$ cat src/sv/tbpc_pkg.sv
// Shared types, register indexes, reset values and result codes of the button press classifier.
package tbpc_pkg;

   localparam int TIMER_WIDTH_DEFAULT = 16;
   localparam int CFG_WIDTH           = 16;
   localparam int CSR_INDEX_WIDTH     = 3;
   localparam int CODE_WIDTH          = 2;

   // Configuration register indexes.
   localparam logic [CSR_INDEX_WIDTH-1:0] REG_DEBOUNCE_TICKS = 3'd0;
   localparam logic [CSR_INDEX_WIDTH-1:0] REG_POLL_TICKS     = 3'd1;
   localparam logic [CSR_INDEX_WIDTH-1:0] REG_MAX_POLLS      = 3'd2;
   localparam logic [CSR_INDEX_WIDTH-1:0] REG_SHORT_LIMIT    = 3'd3;
   localparam logic [CSR_INDEX_WIDTH-1:0] REG_MEDIUM_LIMIT   = 3'd4;

   // Register values after reset.
   localparam logic [CFG_WIDTH-1:0] DEBOUNCE_TICKS_RESET = 16'd50;
   localparam logic [CFG_WIDTH-1:0] POLL_TICKS_RESET     = 16'd10;
   localparam logic [CFG_WIDTH-1:0] MAX_POLLS_RESET      = 16'd300;
   localparam logic [CFG_WIDTH-1:0] SHORT_LIMIT_RESET    = 16'd1000;
   localparam logic [CFG_WIDTH-1:0] MEDIUM_LIMIT_RESET   = 16'd3000;

   // Codes of the which_buttons field.
   localparam logic [CODE_WIDTH-1:0] WHICH_RED  = 2'd0;
   localparam logic [CODE_WIDTH-1:0] WHICH_BLUE = 2'd1;
   localparam logic [CODE_WIDTH-1:0] WHICH_BOTH = 2'd2;

   // Codes of the press_class field.
   localparam logic [CODE_WIDTH-1:0] CLASS_SHORT  = 2'd0;
   localparam logic [CODE_WIDTH-1:0] CLASS_MEDIUM = 2'd1;
   localparam logic [CODE_WIDTH-1:0] CLASS_LONG   = 2'd2;

   // Flag bits: bit 0 is red, bit 1 is blue.
   localparam logic [1:0] FLAGS_RED  = 2'b01;
   localparam logic [1:0] FLAGS_BOTH = 2'b11;

   typedef struct packed {
      logic [CFG_WIDTH-1:0] debounce_ticks;
      logic [CFG_WIDTH-1:0] poll_ticks;
      logic [CFG_WIDTH-1:0] max_polls;
      logic [CFG_WIDTH-1:0] short_limit;
      logic [CFG_WIDTH-1:0] medium_limit;
   } cfg_type;

   typedef struct packed {
      logic valid;
      logic red_level;
      logic blue_level;
   } tick_type;

endpackage

$ cat src/sv/tbpc_csr.sv
// Configuration registers of the button press classifier.
module tbpc_csr (
   input  logic                                 clock,
   input  logic                                 reset,
   input  logic                                 csr_valid,
   output logic                                 csr_ready,
   input  logic [tbpc_pkg::CSR_INDEX_WIDTH-1:0] csr_index,
   input  logic [tbpc_pkg::CFG_WIDTH-1:0]       csr_data,
   output tbpc_pkg::cfg_type                    cfg
);

   tbpc_pkg::cfg_type cfg_ff;
   tbpc_pkg::cfg_type cfg_in;

   assign csr_ready = 1'b1;
   assign cfg       = cfg_ff;

   always_comb begin
      cfg_in = cfg_ff;
      if (csr_valid) begin
         case (csr_index)
            tbpc_pkg::REG_DEBOUNCE_TICKS: cfg_in.debounce_ticks = csr_data;
            tbpc_pkg::REG_POLL_TICKS:     cfg_in.poll_ticks     = csr_data;
            tbpc_pkg::REG_MAX_POLLS:      cfg_in.max_polls      = csr_data;
            tbpc_pkg::REG_SHORT_LIMIT:    cfg_in.short_limit    = csr_data;
            tbpc_pkg::REG_MEDIUM_LIMIT:   cfg_in.medium_limit   = csr_data;
            default:                      cfg_in = cfg_ff;
         endcase
      end
   end

   always_ff @(posedge clock) begin
      if (reset) begin
         cfg_ff.debounce_ticks <= tbpc_pkg::DEBOUNCE_TICKS_RESET;
         cfg_ff.poll_ticks     <= tbpc_pkg::POLL_TICKS_RESET;
         cfg_ff.max_polls      <= tbpc_pkg::MAX_POLLS_RESET;
         cfg_ff.short_limit    <= tbpc_pkg::SHORT_LIMIT_RESET;
         cfg_ff.medium_limit   <= tbpc_pkg::MEDIUM_LIMIT_RESET;
      end else begin
         cfg_ff <= cfg_in;
      end
   end

endmodule

$ cat src/sv/tbpc_in_reg.sv
// Input register that holds one tick beat until the core takes it.
module tbpc_in_reg (
   input  logic               clock,
   input  logic               reset,
   input  logic               req_valid,
   output logic               req_ready,
   input  logic               req_red_level,
   input  logic               req_blue_level,
   input  logic               take,
   output tbpc_pkg::tick_type tick
);

   logic valid_ff;
   logic valid_in;
   logic red_ff;
   logic blue_ff;

   assign req_ready       = !valid_ff || take;
   assign valid_in        = req_ready ? req_valid : valid_ff;
   assign tick.valid      = valid_ff;
   assign tick.red_level  = red_ff;
   assign tick.blue_level = blue_ff;

   always_ff @(posedge clock) begin
      if (reset) begin
         valid_ff <= 1'b0;
      end else begin
         valid_ff <= valid_in;
      end
   end

   always_ff @(posedge clock) begin
      if (req_valid && req_ready) begin
         red_ff  <= req_red_level;
         blue_ff <= req_blue_level;
      end
   end

endmodule

$ cat src/sv/tbpc_core.sv
// Edge latching, debounce and poll sequencing, classification and the result register.
module tbpc_core #(
   parameter int TIMER_WIDTH = tbpc_pkg::TIMER_WIDTH_DEFAULT
) (
   input  logic                                 clock,
   input  logic                                 reset,
   input  tbpc_pkg::cfg_type                    cfg,
   input  tbpc_pkg::tick_type                   tick,
   output logic                                 take,
   output logic                                 rsp_valid,
   input  logic                                 rsp_ready,
   output logic [tbpc_pkg::CODE_WIDTH-1:0]      rsp_which_buttons,
   output logic [tbpc_pkg::CODE_WIDTH-1:0]      rsp_press_class,
   output logic [tbpc_pkg::CFG_WIDTH-1:0]       rsp_press_ticks
);

   localparam int CW       = tbpc_pkg::CFG_WIDTH;
   localparam int CMP_W    = (TIMER_WIDTH > CW) ? TIMER_WIDTH : CW;
   localparam int PROD_W   = TIMER_WIDTH + CW;

   typedef enum logic [1:0] {
      PH_IDLE     = 2'd0,
      PH_DEBOUNCE = 2'd1,
      PH_POLL     = 2'd2
   } phase_type;

   localparam logic [TIMER_WIDTH-1:0] CNT_MAX = {TIMER_WIDTH{1'b1}};

   phase_type              phase_ff,  phase_in;
   logic                   last_red_ff, last_red_in;
   logic                   last_blue_ff, last_blue_in;
   logic [1:0]             pend_ff,   pend_in;
   logic [1:0]             snap_ff,   snap_in;
   logic [TIMER_WIDTH-1:0] tick_ff,   tick_in;
   logic [TIMER_WIDTH-1:0] poll_ff,   poll_in;

   logic                   rsp_valid_ff, rsp_valid_in;
   logic [tbpc_pkg::CODE_WIDTH-1:0] which_ff, which_in;
   logic [tbpc_pkg::CODE_WIDTH-1:0] class_ff, class_in;
   logic [CW-1:0]          ticks_ff,  ticks_in;

   logic [1:0]             pend_new;
   logic [CW-1:0]          interval;
   logic [TIMER_WIDTH-1:0] tick_inc;
   logic [TIMER_WIDTH-1:0] poll_inc;
   logic [PROD_W-1:0]      prod;
   logic [CW-1:0]          press_time;
   logic                   held;
   logic                   emit;

   // A counter at its maximum has reached any limit.
   function automatic logic reached(input logic [TIMER_WIDTH-1:0] count,
                                    input logic [CW-1:0] limit);
      logic [CMP_W-1:0] c;
      logic [CMP_W-1:0] l;
      c = CMP_W'(count);
      l = CMP_W'(limit);
      return (c >= l) || (count == CNT_MAX);
   endfunction

   assign take = tick.valid && (!rsp_valid_ff || rsp_ready);

   assign pend_new = pend_ff | {last_blue_ff & ~tick.blue_level,
                                last_red_ff & ~tick.red_level};
   assign interval = (cfg.poll_ticks == '0) ? CW'(1) : cfg.poll_ticks;
   assign tick_inc = (tick_ff == CNT_MAX) ? CNT_MAX : tick_ff + 1'b1;
   assign poll_inc = (poll_ff == CNT_MAX) ? CNT_MAX : poll_ff + 1'b1;
   assign prod     = PROD_W'(poll_inc) * PROD_W'(interval);
   assign press_time = (prod[PROD_W-1:CW] != '0) ? {CW{1'b1}} : prod[CW-1:0];

   always_comb begin
      case (snap_ff)
         tbpc_pkg::FLAGS_BOTH: held = !tick.red_level && !tick.blue_level;
         tbpc_pkg::FLAGS_RED:  held = !tick.red_level;
         default:              held = !tick.blue_level;
      endcase
   end

   always_comb begin
      phase_in     = phase_ff;
      last_red_in  = last_red_ff;
      last_blue_in = last_blue_ff;
      pend_in      = pend_ff;
      snap_in      = snap_ff;
      tick_in      = tick_ff;
      poll_in      = poll_ff;
      emit         = 1'b0;
      which_in     = which_ff;
      class_in     = class_ff;
      ticks_in     = ticks_ff;
      if (take) begin
         last_red_in  = tick.red_level;
         last_blue_in = tick.blue_level;
         pend_in      = pend_new;
         case (phase_ff)
            PH_DEBOUNCE: begin
               tick_in = tick_inc;
               if (reached(tick_inc, cfg.debounce_ticks)) begin
                  snap_in  = pend_new;
                  phase_in = PH_POLL;
                  tick_in  = '0;
                  poll_in  = '0;
               end
            end
            PH_POLL: begin
               tick_in = tick_inc;
               if (reached(tick_inc, interval)) begin
                  tick_in = '0;
                  poll_in = poll_inc;
                  if (!held || reached(poll_inc, cfg.max_polls)) begin
                     emit     = 1'b1;
                     ticks_in = press_time;
                     case (snap_ff)
                        tbpc_pkg::FLAGS_BOTH: which_in = tbpc_pkg::WHICH_BOTH;
                        tbpc_pkg::FLAGS_RED:  which_in = tbpc_pkg::WHICH_RED;
                        default:              which_in = tbpc_pkg::WHICH_BLUE;
                     endcase
                     if (press_time < cfg.short_limit) begin
                        class_in = tbpc_pkg::CLASS_SHORT;
                     end else if (press_time < cfg.medium_limit) begin
                        class_in = tbpc_pkg::CLASS_MEDIUM;
                     end else begin
                        class_in = tbpc_pkg::CLASS_LONG;
                     end
                     pend_in  = pend_new & ~snap_ff;
                     snap_in  = '0;
                     phase_in = PH_IDLE;
                     tick_in  = '0;
                     poll_in  = '0;
                  end
               end
            end
            default: begin
               // The unused phase code is handled like idle.
               phase_in = PH_IDLE;
               if (pend_new != '0) begin
                  phase_in = PH_DEBOUNCE;
                  tick_in  = '0;
               end
            end
         endcase
      end
   end

   assign rsp_valid_in = emit ? 1'b1 : (rsp_ready ? 1'b0 : rsp_valid_ff);

   always_ff @(posedge clock) begin
      if (reset) begin
         phase_ff     <= PH_IDLE;
         last_red_ff  <= 1'b1;
         last_blue_ff <= 1'b1;
         pend_ff      <= '0;
         snap_ff      <= '0;
         tick_ff      <= '0;
         poll_ff      <= '0;
         rsp_valid_ff <= 1'b0;
      end else begin
         phase_ff     <= phase_in;
         last_red_ff  <= last_red_in;
         last_blue_ff <= last_blue_in;
         pend_ff      <= pend_in;
         snap_ff      <= snap_in;
         tick_ff      <= tick_in;
         poll_ff      <= poll_in;
         rsp_valid_ff <= rsp_valid_in;
      end
   end

   always_ff @(posedge clock) begin
      which_ff <= which_in;
      class_ff <= class_in;
      ticks_ff <= ticks_in;
   end

   assign rsp_valid         = rsp_valid_ff;
   assign rsp_which_buttons = which_ff;
   assign rsp_press_class   = class_ff;
   assign rsp_press_ticks   = ticks_ff;

endmodule

$ cat src/sv/two_button_press_classifier_unit.sv
// Top level of the two-button press classifier.
// Data path: a tick beat is taken into the input register, and the result it causes is
// then written to the result register when the core takes the beat from the input register.
// Throughput: one tick beat per cycle; the core takes a beat whenever the result register
// is empty or being drained, so only a stalled result channel slows the input.
// Reset: synchronous and active high; registers return to their defaults, buttons read
// released, no edges pending, phase idle and counters at zero.
module two_button_press_classifier_unit #(
   parameter int TIMER_WIDTH = tbpc_pkg::TIMER_WIDTH_DEFAULT
) (
   input  logic                                 clock,
   input  logic                                 reset,
   input  logic                                 req_valid,
   output logic                                 req_ready,
   input  logic                                 req_red_level,
   input  logic                                 req_blue_level,
   output logic                                 rsp_valid,
   input  logic                                 rsp_ready,
   output logic [tbpc_pkg::CODE_WIDTH-1:0]      rsp_which_buttons,
   output logic [tbpc_pkg::CODE_WIDTH-1:0]      rsp_press_class,
   output logic [tbpc_pkg::CFG_WIDTH-1:0]       rsp_press_ticks,
   input  logic                                 csr_valid,
   output logic                                 csr_ready,
   input  logic [tbpc_pkg::CSR_INDEX_WIDTH-1:0] csr_index,
   input  logic [tbpc_pkg::CFG_WIDTH-1:0]       csr_data
);

   tbpc_pkg::cfg_type  cfg;
   tbpc_pkg::tick_type tick;
   logic               take;

   tbpc_csr u_csr (
      .clock     (clock),
      .reset     (reset),
      .csr_valid (csr_valid),
      .csr_ready (csr_ready),
      .csr_index (csr_index),
      .csr_data  (csr_data),
      .cfg       (cfg)
   );

   tbpc_in_reg u_in_reg (
      .clock          (clock),
      .reset          (reset),
      .req_valid      (req_valid),
      .req_ready      (req_ready),
      .req_red_level  (req_red_level),
      .req_blue_level (req_blue_level),
      .take           (take),
      .tick           (tick)
   );

   tbpc_core #(
      .TIMER_WIDTH (TIMER_WIDTH)
   ) u_core (
      .clock             (clock),
      .reset             (reset),
      .cfg               (cfg),
      .tick              (tick),
      .take              (take),
      .rsp_valid         (rsp_valid),
      .rsp_ready         (rsp_ready),
      .rsp_which_buttons (rsp_which_buttons),
      .rsp_press_class   (rsp_press_class),
      .rsp_press_ticks   (rsp_press_ticks)
   );

endmodule
$ cat config.mk
export PLATFORM = sky130hd
export DESIGN_NAME = two_button_press_classifier_unit
export DESIGN_NICKNAME = d
export VERILOG_FILES = /design/src/sv/tbpc_pkg.sv /design/src/sv/tbpc_csr.sv /design/src/sv/tbpc_in_reg.sv /design/src/sv/tbpc_core.sv /design/src/sv/two_button_press_classifier_unit.sv
export SDC_FILE = /design/constraint.sdc
export NUM_CORES = 1
export LEC_CHECK = 0
export ABC_AREA = 1
export BUFFER_PORTS_ARGS = -buffer_cell sky130_fd_sc_hd__buf_2
export CAP_MARGIN = 20
export CELL_PAD_IN_SITES_DETAIL_PLACEMENT = 1
export CELL_PAD_IN_SITES_GLOBAL_PLACEMENT = 1
export CORE_MARGIN = 2
export CORE_UTILIZATION = 45
export CTS_BUF_LIST = sky130_fd_sc_hd__clkbuf_4
export DETAILED_ROUTE_END_ITERATION = 10
export GPL_ROUTABILITY_DRIVEN = 0
export HOLD_SLACK_MARGIN = 0.15
export PLACE_DENSITY_LB_ADDON = 0.1
export REMOVE_ABC_BUFFERS = 1
export SLEW_MARGIN = 20
export SYNTH_ARGS = -nofsm -noshare
export SYNTH_HDL_FRONTEND = slang
export SYNTH_SLANG_ARGS = --single-unit
$ cat constraint.sdc
create_clock -name clock -period 14.1 [get_ports clock]
set_input_delay 0.705 -clock clock [delete_from_list [all_inputs] [get_ports clock]]
set_output_delay 0.705 -clock clock [all_outputs]
set_load 0.005 [all_outputs]
==> reports/results.tsv, run 1 <==
metric	value	unit
grt_pass1_vias	16423	
dp_worst_setup_slack	4280	ps
hold_viol_final	0	
reg2reg_from	u_core.poll_ff[1]	
ys_ff_latch	144	
grt_setup_unrepaired	false	
clk_pin_slew_worst_paths	140	ps
chipHeight	200	um
critical_path_required_time	14460	ps
clock_tree.root_cell	sky130_fd_sc_hd__clkbuf_4	
resized_after_cts	0	
period_share	70.0	%
hold_buffers	0	
clock-sinks	144	
timing.critical_path.arrival	10240	ps
fp.dieW	200	um
routed_wire_length_per_instance	19.0	um
portBuffers	47	
synth.top_cell.area_share	22.5	%
clock_latency_on_the_worst_skew_pair	610	ps
filler_cell_count	4908	
ys_seq_area_share	18.0	%
combined_area_of_all_synthesized_cells	17200	um2
tns	0	ps
finalNonFillerCells	2858	
initial_standard_cell_utilization_of_the_core	45.7	%
routed_via_density	5.29	
cts.htree.levels	4	
tightest_slew	1030	ps
tritoncts_clock_tree	done	
post_cts_buffers	0	
wirelength	54.3	mm
r2r_end	u_core.rsp_press_class[1]	
final_period_minus_worst_setup_slack	9880	ps
post_synth_edffs	22	
clk_path_buf_depth	2	
critical-path-max-stage-delay	640	ps
grt-ovfl-total	0	
placed_cells	2824	
max_slew_margin	31.3	%
setup.worst_path.class	flip-flop to flip-flop	
r2r_slack	4220	ps
drive_gt1_share	5.63	%
num_rows	71	
grt_first_pass_wirelength	88.5	mm
final.hold.worst_slack	267	ps
finClkSkew	23.3	ps
core_outline_area	37700	um2
synth_most_common_cell	sky130_fd_sc_hd__nand2_1	
power.density	54.7	nW/um2
cts_made_buffers	17	
path_common_cell	sky130_fd_sc_hd__nand2_1	
drt.antenna.violating_nets	0	
area_delta_synth_final	5.08	%
drt_pass1_iterations	4	
worstHoldPathType	input port to flip-flop	
synth-warning-count	0	
setup_violations	0	
rr_worst_depth	42	
outcome	finished clean	
synth_cells	2331	
ys_top_cells_by_count	sky130_fd_sc_hd__nand2_1, sky130_fd_sc_hd__inv_1, sky130_fd_sc_hd__fa_1	
drt_drc_violations_left	0	
report.final.slew_viol_count	0	
holdPathEnd	u_in_reg.blue_ff	
dominantRegCellSynth	sky130_fd_sc_hd__dfxtp_1	
max_cap_viol_count	0	
critical_path.slowest_cell	sky130_fd_sc_hd__nand3_1	
die_area	39900	um2
crit_path_start_kind	flip-flop	
synthDistinctLibCells	54	
route.vias.total	15113	
layout_setup_ws	4220	ps
number_of_antenna_violations_at_the_first_check_in_global_routing	2	
grt_usage	28.9	%
synth_largest_area_cell	sky130_fd_sc_hd__fa_1	
hold-path-cell-count	1	
hold_path_startpoint	req_blue_level	
drt_iter0_markers	653	
worst-path-max-fanout	16	
syn_area_per_cell	7.39	um2
boundaryPins	49	
asr_flop_ratio_synth	0	%
static-leakage-power	9.10	nW
critical_path.endpoint_type	flip-flop	
clock.fmax	101	MHz
grt_start_max_net_pins	88	
dp_hpwl	43.9	mm
power.ir.vdd_worst	0.0505	mV
yosys-top-cells-area	sky130_fd_sc_hd__fa_1, sky130_fd_sc_hd__dfxtp_1, sky130_fd_sc_hd__ha_1	
nets	2738	
final cells by class:
class / count / area (um2) / share of cell area, %
tap: 511 / 639 / 3.53
multi-input combinational: 1607 / 11900 / 65.8
clock inverter: 14 / 118 / 0.650
sequential: 144 / 3100 / 17.1
inverter: 511 / 1920 / 10.6
antenna: 2 / 5.00 / 0.0276
timing repair buffer: 51 / 265 / 1.46
clock buffer: 18 / 135 / 0.746
worst max path at each step:
stage | from | to | slack [ps] | depth (start not counted)
2_1_floorplan | u_core.poll_ff[0] | u_core.rsp_press_class[1] | 5720 | 40
4_1_cts | u_core.poll_ff[1] | u_core.rsp_press_class[1] | 4250 | 42
5_1_grt | u_core.poll_ff[0] | u_core.rsp_press_class[1] | 3540 | 42
3_5_place_dp | u_core.poll_ff[0] | u_core.rsp_press_class[1] | 4280 | 42
3_3_place_gp | u_core.poll_ff[0] | u_core.rsp_press_class[1] | 4370 | 42
6_report | u_core.poll_ff[1] | u_core.rsp_press_class[1] | 4220 | 42
critical path: cells and delay by family (launching register included):
| family | cells | cell delay (ps) |
|---|---|---|
| adder cells (fa/ha/maj) | 9 | 3840 |
| AND/OR/NAND/NOR | 22 | 3780 |
| buffers and inverters | 8 | 1030 |
| AO/OA/AOI/OAI | 3 | 580 |
| flip-flops | 1 | 390 |
logic make-up (layout without fill, tap and decap cells):
| group | Yosys count | after routing | synth area share, % |
|---|---|---|---|
| simple gates | 919 | 919 | 22.9 |
| buf+inv | 580 | 594 | 12.8 |
| fa+ha+maj | 380 | 380 | 36.0 |
| compound gates | 276 | 276 | 8.61 |
| flops | 144 | 144 | 18.0 |
| xor+xnor | 31 | 31 | 1.58 |
| other cells | 1 | 3 | 0.0218 |
flip-flops by register name, indices dropped and copies added, names as in the netlist, 2 cells and up:
| register | flops |
|---|---|
| u_csr.cfg | 80 |
| u_core.rsp_which_buttons | 2 |
| u_core.pend_ff | 2 |
| u_core.phase_ff | 2 |
| u_core.poll_ff | 16 |
| u_core.rsp_press_ticks | 16 |
| u_core.snap_ff | 2 |
| u_core.rsp_press_class | 2 |
| u_core.tick_ff | 16 |
cell usage in the layout, fill, tap and decap left out, types with 5 or more instances in the layout:
cell type	count
sky130_fd_sc_hd__ha_1	186
sky130_fd_sc_hd__clkinv_2	6
sky130_fd_sc_hd__inv_2	8
sky130_fd_sc_hd__xor2_1	22
sky130_fd_sc_hd__nand3_1	79
sky130_fd_sc_hd__fa_1	194
sky130_fd_sc_hd__clkbuf_4	18
sky130_fd_sc_hd__and2_1	6
sky130_fd_sc_hd__o21ai_0	83
sky130_fd_sc_hd__buf_2	47
sky130_fd_sc_hd__xnor2_1	9
sky130_fd_sc_hd__edfxtp_1	22
sky130_fd_sc_hd__clkinv_1	9
sky130_fd_sc_hd__nor2_1	168
sky130_fd_sc_hd__nand2_2	5
sky130_fd_sc_hd__o211ai_1	21
sky130_fd_sc_hd__nor3_1	14
sky130_fd_sc_hd__a21oi_1	146
sky130_fd_sc_hd__inv_1	494
sky130_fd_sc_hd__dfxtp_1	122
sky130_fd_sc_hd__nand2_1	575
sky130_fd_sc_hd__nand3_2	7
sky130_fd_sc_hd__nor4_1	9
sky130_fd_sc_hd__nor2_2	10
sky130_fd_sc_hd__o21ai_1	7
sky130_fd_sc_hd__nand4_1	22
per-layer routing:
metal	part of all wire [%]	GRT usage (%)
met1	45	37.2
met2	49	50.4
met3	4.2	4.71
met4	1.9	7.33
met5	0	0
where the power goes:
group	leakage [nW]	internal (mW)	switching [mW]
Combinational	7.77	0.0922	0.192
Clock	0.140	0.0887	0.171
Sequential	1.18	0.434	0.0134
per-stage QoR:
stage	instance area (um2)	utilization, %	power, mW
after floorplan	16900	-	0.637
after global placement	17800	47.4	0.724
after detailed placement	17800	47.4	0.738
after CTS	18100	48.1	0.999
after global routing	18100	48.1	1.05
final	18100	48.1	0.991
Power figures use the tool's default switching activity.
==> run 2: changes to the inputs <==
==> constraint.sdc (replaced) <==
create_clock -name clock -period 9.77 [get_ports clock]
set_input_delay 0.4885 -clock clock [delete_from_list [all_inputs] [get_ports clock]]
set_output_delay 0.4885 -clock clock [all_outputs]
set_load 0.005 [all_outputs]
==> run 2 against run 1 <==
- global-route usage is 0.086 points higher
- clock power rose by 54%
- count of clock-buffer cells in the layout rose by 2
- utilization grew 0.83 points
- register-to-register slack got worse by 3500 ps
- non-clock buffer count increased by 32
- via count up 1.3%
- largest power group unchanged
- highest routed layer unchanged
==> reports/results.tsv, run 2 (synthesis gave the netlist of run 1 again) <==
metric	value	unit	change
grt_pass1_vias	16260		-0.99%
crit_path_start_kind	flip-flop		
routed_wire_length_per_instance	18.9	um	-0.34%
placed_cells	2837		+0.46%
max_slew_margin	40.1	%	+8.8 points
core_outline_area	37700	um2	unchanged
dp_worst_setup_slack	361	ps	-3920 ps
power_switching	538	uW	+43%
swShare	36.8	%	-1.2 points
drive_gt1_share	6.98	%	+1.4 points
layout_setup_ws	705	ps	-3520 ps
final_cell_mix	sky130_fd_sc_hd__nand2_1, sky130_fd_sc_hd__inv_1, sky130_fd_sc_hd__fa_1, sky130_fd_sc_hd__ha_1, sky130_fd_sc_hd__nor2_1		
fp.dieW	200	um	unchanged
routed_via_density	5.30		+0.18%
grt_first_pass_wirelength	88.2	mm	-0.37%
total_power	1.46	mW	+48%
final_common_cell	sky130_fd_sc_hd__nand2_1		
critical-path-max-stage-delay	560	ps	-80 ps
finClkSkew	18.0	ps	-5.29 ps
wirelength	54.7	mm	+0.77%
outcome	finished clean		
initial_standard_cell_utilization_of_the_core	45.7	%	unchanged
finalNonFillerCells	2890		+1.1%
clock-sinks	144		unchanged
filler_cell_count	4890		-0.37%
clock_latency_on_the_worst_skew_pair	610	ps	about the same
cts_made_buffers	17		unchanged
rr_worst_depth	38		-9.5%
drt_drc_violations_left	0		unchanged
critical_path.slowest_cell	sky130_fd_sc_hd__fa_1		
final.hold.worst_slack	192	ps	-74.9 ps
power.ir.vdd_worst	0.0781	mV	+55%
hold_path_startpoint	csr_data[2]		
holdPathEnd	u_csr.cfg[34]		
seq_power_share	44.2	%	-1.0 points
portBuffers	47		unchanged
p_clk_share	27.2	%	+1.0 points
die_area	39900	um2	unchanged
tightest_slew	897	ps	-129 ps
clk_path_buf_depth	2		unchanged
grt_setup_unrepaired	false		
hold-path-cell-count	3		+2
final_period_minus_worst_setup_slack	9070	ps	-811 ps
clock_tree.root_cell	sky130_fd_sc_hd__clkbuf_4		
drt_iter0_markers	747		+14%
internal_power	925	uW	+50%
clock.fmax	110	MHz	+9.0%
worstHoldPathType	input port to flip-flop		
number_of_antenna_violations_at_the_first_check_in_global_routing	2		unchanged
cts.htree.levels	4		unchanged
drt.antenna.violating_nets	0		unchanged
area_delta_synth_final	6.91	%	
tritoncts_clock_tree	done		
drt_pass1_iterations	5		+1
boundaryPins	49		unchanged
chipHeight	200	um	unchanged
grt_start_max_net_pins	88		unchanged
worst-path-max-fanout	16		unchanged
stdcell_area	18400	um2	+1.7%
hold_viol_final	0		unchanged
r2r_slack	700	ps	-3520 ps
static-leakage-power	9.24	nW	+1.6%
r2r_end	u_core.rsp_press_class[0]		
critical_path_required_time	10150	ps	-4310 ps
timing.critical_path.arrival	9440	ps	-800 ps
period_share	92.8	%	+23 points
num_rows	71		unchanged
clk_pin_slew_worst_paths	130	ps	about the same
tns	0	ps	unchanged
reg2reg_from	u_core.poll_ff[0]		
grt-ovfl-total	0		unchanged
setup_violations	0		unchanged
nets	2771		+1.2%
max_cap_viol_count	0		unchanged
route.vias.total	15310		+1.3%
largest_reg_flops	80		unchanged
postPlaceCellArea	17900	um2	+0.53%
critical_path.endpoint_type	flip-flop		
dp_hpwl	44.3	mm	+0.77%
report.final.slew_viol_count	0		unchanged
post-route-util	48.9	%	+0.83 points
grt_usage	29.0	%	+0.086 points
setup.worst_path.class	flip-flop to flip-flop		
pwr-share-comb	28.6	%	about the same
power.density	79.4	nW/um2	+45%
[run 2: cell types whose count changed in the layout (fill, tap and decap cells not counted), moves of 2 or more]
| cell | before | now |
|---|---|---|
| sky130_fd_sc_hd__buf_4 | 4 | 30 |
| sky130_fd_sc_hd__clkbuf_4 | 18 | 20 |
| sky130_fd_sc_hd__clkinv_1 | 9 | 6 |
| sky130_fd_sc_hd__clkinv_2 | 6 | 3 |
| sky130_fd_sc_hd__clkinv_4 | 3 | 0 |
| sky130_fd_sc_hd__clkinvlp_4 | 2 | 8 |
| sky130_fd_sc_hd__dlygate4sd3_1 | 0 | 5 |
| sky130_fd_sc_hd__inv_1 | 494 | 492 |
| sky130_fd_sc_hd__inv_4 | 0 | 2 |
[run 2: what timing repair did]
item / in CTS / in global routing
buffers inserted: 0 / 14
endpoints found under the setup margin: 0 / 2
gates resized for setup: 0 / 11
hold endpoints to repair: 5 / 0
hold buffers: 5 / 0
[run 2: power groups by stage]
stage | clock network, mW | logic, mW | registers (mW)
6_report | 0.398 | 0.418 | 0.647
3_3_place_gp | 0 | 0.387 | 0.659
5_1_grt | 0.426 | 0.474 | 0.649
3_5_place_dp | 0 | 0.404 | 0.660
2_1_floorplan | 0 | 0.268 | 0.651
4_1_cts | 0.404 | 0.411 | 0.647
[run 2: critical path, delay by kind of cell, from the launching register on]
family	cells	cell delay (ps)
adder cells (fa/ha/maj)	9	3970
AND/OR/NAND/NOR	18	2760
buffers and inverters	6	790
AO/OA/AOI/OAI	4	700
flip-flops	1	410
XOR/XNOR	1	180
[run 2: cell type report]
class | count | area, um2 | area share [%]
diodes | 2 | 5.00 | 0.0272
repair buffers | 83 | 531 | 2.88
flip-flops and latches | 144 | 3100 | 16.8
inverters | 511 | 1940 | 10.5
clock buffers | 20 | 150 | 0.815
clock inverters | 11 | 114 | 0.618
multi-input cells | 1607 | 11900 | 64.8
repair inverters | 1 | 7.51 | 0.0408
well taps | 511 | 639 | 3.47
[run 2: worst max path at each step]
stage | slack (ps) | startpoint | to | cells past startpoint
3_3_place_gp | 470 | u_core.poll_ff[0] | u_core.rsp_press_class[0] | 35
5_1_grt | 40 | u_core.poll_ff[0] | u_core.rsp_press_class[0] | 38
3_5_place_dp | 360 | u_core.poll_ff[0] | u_core.rsp_press_class[0] | 37
2_1_floorplan | 1390 | u_core.poll_ff[0] | u_core.rsp_press_class[1] | 40
4_1_cts | 320 | u_core.poll_ff[0] | u_core.rsp_press_class[0] | 37
6_report | 700 | u_core.poll_ff[0] | u_core.rsp_press_class[0] | 38
[run 2: metal layers]
metal	part of all wire (%)	vias up	track usage (%)
met4	3.1	0	9.79
met1	45	7646	37.4
met2	48	335	49.4
li1	-	7233	-
met3	4.5	96	4.62
met5	0	-	0
==> run 3: changes to the inputs <==
==> constraint.sdc (replaced) <==
create_clock -name clock -period 9.3 [get_ports clock]
set_input_delay 0.465 -clock clock [delete_from_list [all_inputs] [get_ports clock]]
set_output_delay 0.465 -clock clock [all_outputs]
set_load 0.005 [all_outputs]
==> run 3 against run 2 <==
- global-route usage shrank 0.18 points
- clock skew grew 7.4 ps
- cell count grew 0.76%
- count of clock-buffer cells in the layout shrank 1
- fmax grew 2.6%
- utilization grew 0.94 points
- register-to-register slack lost 240 ps
- largest cell class unchanged
==> reports/results.tsv, run 3 (synthesis gave the netlist of run 1 again) <==
metric	value	unit	change
max_cap_viol_count	0		unchanged
report.final.slew_viol_count	0		unchanged
path_common_cell	sky130_fd_sc_hd__nand2_1		
outcome	finished clean		
hold-path-cell-count	3		unchanged
pwr-share-comb	29.3	%	+0.7 points
period_share	95.0	%	+2.2 points
fp.dieW	200	um	unchanged
critical_path_required_time	9680	ps	-470 ps
power.ir.vdd_worst	0.0794	mV	+1.6%
worstHoldPathType	input port to flip-flop		
area_delta_synth_final	8.95	%	
hold_viol_final	0		unchanged
number_of_antenna_violations_at_the_first_check_in_global_routing	2		unchanged
wirelength	54.6	mm	-0.25%
setup_violations	0		unchanged
cts.htree.levels	4		unchanged
core_outline_area	37700	um2	unchanged
cts_made_buffers	17		unchanged
finClkSkew	25.4	ps	+7.45 ps
layout_setup_ws	468	ps	-237 ps
grt_start_max_net_pins	88		unchanged
final_period_minus_worst_setup_slack	8830	ps	-233 ps
largest_reg_flops	80		unchanged
clk_path_buf_depth	2		unchanged
dp_worst_setup_slack	-231	ps	-592 ps
p_clk_share	27.3	%	about the same
tns	0	ps	unchanged
portBuffers	47		unchanged
grt_pass1_vias	16404		+0.89%
drive_gt1_share	9.13	%	+2.1 points
chipHeight	200	um	unchanged
tightest_slew	1040	ps	+142 ps
critical-path-max-stage-delay	550	ps	about the same
final_cell_mix	sky130_fd_sc_hd__nand2_1, sky130_fd_sc_hd__inv_1, sky130_fd_sc_hd__fa_1, sky130_fd_sc_hd__ha_1, sky130_fd_sc_hd__nor2_1		
swShare	37.0	%	+0.24 points
clk_pin_slew_worst_paths	140	ps	about the same
internal_power	986	uW	+6.6%
crit_path_start_kind	flip-flop		
setup.worst_path.class	flip-flop to flip-flop		
route.vias.total	15310		unchanged
static-leakage-power	9.38	nW	+1.4%
power.density	83.4	nW/um2	+5.0%
routed_wire_length_per_instance	18.8	um	-1.0%
tritoncts_clock_tree	done		
nets	2792		+0.76%
critical_path.slowest_cell	sky130_fd_sc_hd__fa_1		
rr_worst_depth	44		+16%
seq_power_share	43.4	%	-0.8 points
max_slew_margin	30.5	%	-9.6 points
grt-ovfl-total	0		unchanged
critical_path.endpoint_type	flip-flop		
timing.critical_path.arrival	9210	ps	-230 ps
post-route-util	49.8	%	+0.94 points
initial_standard_cell_utilization_of_the_core	45.7	%	unchanged
num_rows	71		unchanged
clock.fmax	113	MHz	+2.6%
clock_latency_on_the_worst_skew_pair	610	ps	about the same
power_switching	579	uW	+7.7%
drt.antenna.violating_nets	0		unchanged
grt_usage	28.8	%	-0.18 points
drt_iter0_markers	613		-18%
drt_drc_violations_left	0		unchanged
worst-path-max-fanout	10		-6
dp_hpwl	44.1	mm	-0.42%
clock_tree.root_cell	sky130_fd_sc_hd__clkbuf_4		
final_common_cell	sky130_fd_sc_hd__nand2_1		
die_area	39900	um2	unchanged
clock-sinks	144		unchanged
boundaryPins	49		unchanged
drt_pass1_iterations	7		+2
grt_first_pass_wirelength	87.8	mm	-0.45%
routed_via_density	5.26		-0.76%
[run 3: cell count changes in the layout (fill, tap and decap cells not counted), moves of 6 or more]
cell and change:
sky130_fd_sc_hd__nor2_2 +12, sky130_fd_sc_hd__clkinvlp_4 -6, sky130_fd_sc_hd__ha_1 -7, sky130_fd_sc_hd__nor2_1 -15
sky130_fd_sc_hd__buf_4 +10, sky130_fd_sc_hd__ha_2 +6
[run 3: critical path, delay by kind of cell, from the launching register on]
kind	cells	cell delay, ps
adder cells (fa/ha/maj)	9	3960
AND/OR/NAND/NOR	23	2820
buffers and inverters	10	1070
AO/OA/AOI/OAI	2	390
flip-flops	1	370
[run 3: per-stage QoR]
step / hold slack (ps) / cell area, um2 / instances / total power [mW]
final: 235 / 18800 / 2912 / 1.57
after global routing: 225 / 18800 / 2911 / 1.66
after CTS: 172 / 18400 / 2886 / 1.56
after detailed placement: 454 / 18000 / 2844 / 1.12
after global placement: 451 / 18000 / 2844 / 1.10
after floorplan: 438 / 16900 / 2262 / 0.965
[run 3: area by class of cell]
| cell class | count | area, um2 |
|---|---|---|
| Sequential cell | 144 | 3110 |
| Timing Repair Buffer | 105 | 758 |
| Fill cell | 4877 | 18900 |
| Tap cell | 511 | 639 |
| Antenna cell | 2 | 5.00 |
| Clock inverter | 13 | 139 |
| Clock buffer | 19 | 143 |
| Inverter | 511 | 1940 |
| Multi-Input combinational cell | 1607 | 12000 |
[run 3: final timing paths]
kind | from | endpoint | slack [ps]
max | u_core.poll_ff[0] | u_core.rsp_press_class[1] | 470
min | csr_data[4] | u_csr.cfg[4] | 240
max reg2reg | u_core.poll_ff[0] | u_core.rsp_press_class[1] | 470
min reg2reg | u_csr.cfg[78] | u_csr.cfg[78] | 470
[run 3: timing repair]
action | CTS | global route
resized for setup | 6 | 52
setup endpoints to repair | 2 | 2
endpoints found under the hold margin | 16 | 0
setup buffers | 0 | 24
pin swaps | 0 | 7
hold buffers | 10 | 0
[run 3: metal layers]
metal / global-route usage (%) / vias to the layer above / share of wire, %
li1: - / 7272 / -
met2: 49.2 / 330 / 48
met1: 37.5 / 7612 / 44
met3: 4.08 / 96 / 5.1
met5: 0 / - / 0
met4: 9.49 / 0 / 2.4
[run 3: power groups by stage]
stage                     logic, mW  registers (mW)  clock network (mW)
final                         0.458           0.679               0.428
after floorplan               0.282           0.684                   0
after global routing          0.518           0.681               0.460
after global placement        0.412           0.692                   0
after CTS                     0.436           0.679               0.441
after detailed placement      0.427           0.693                   0
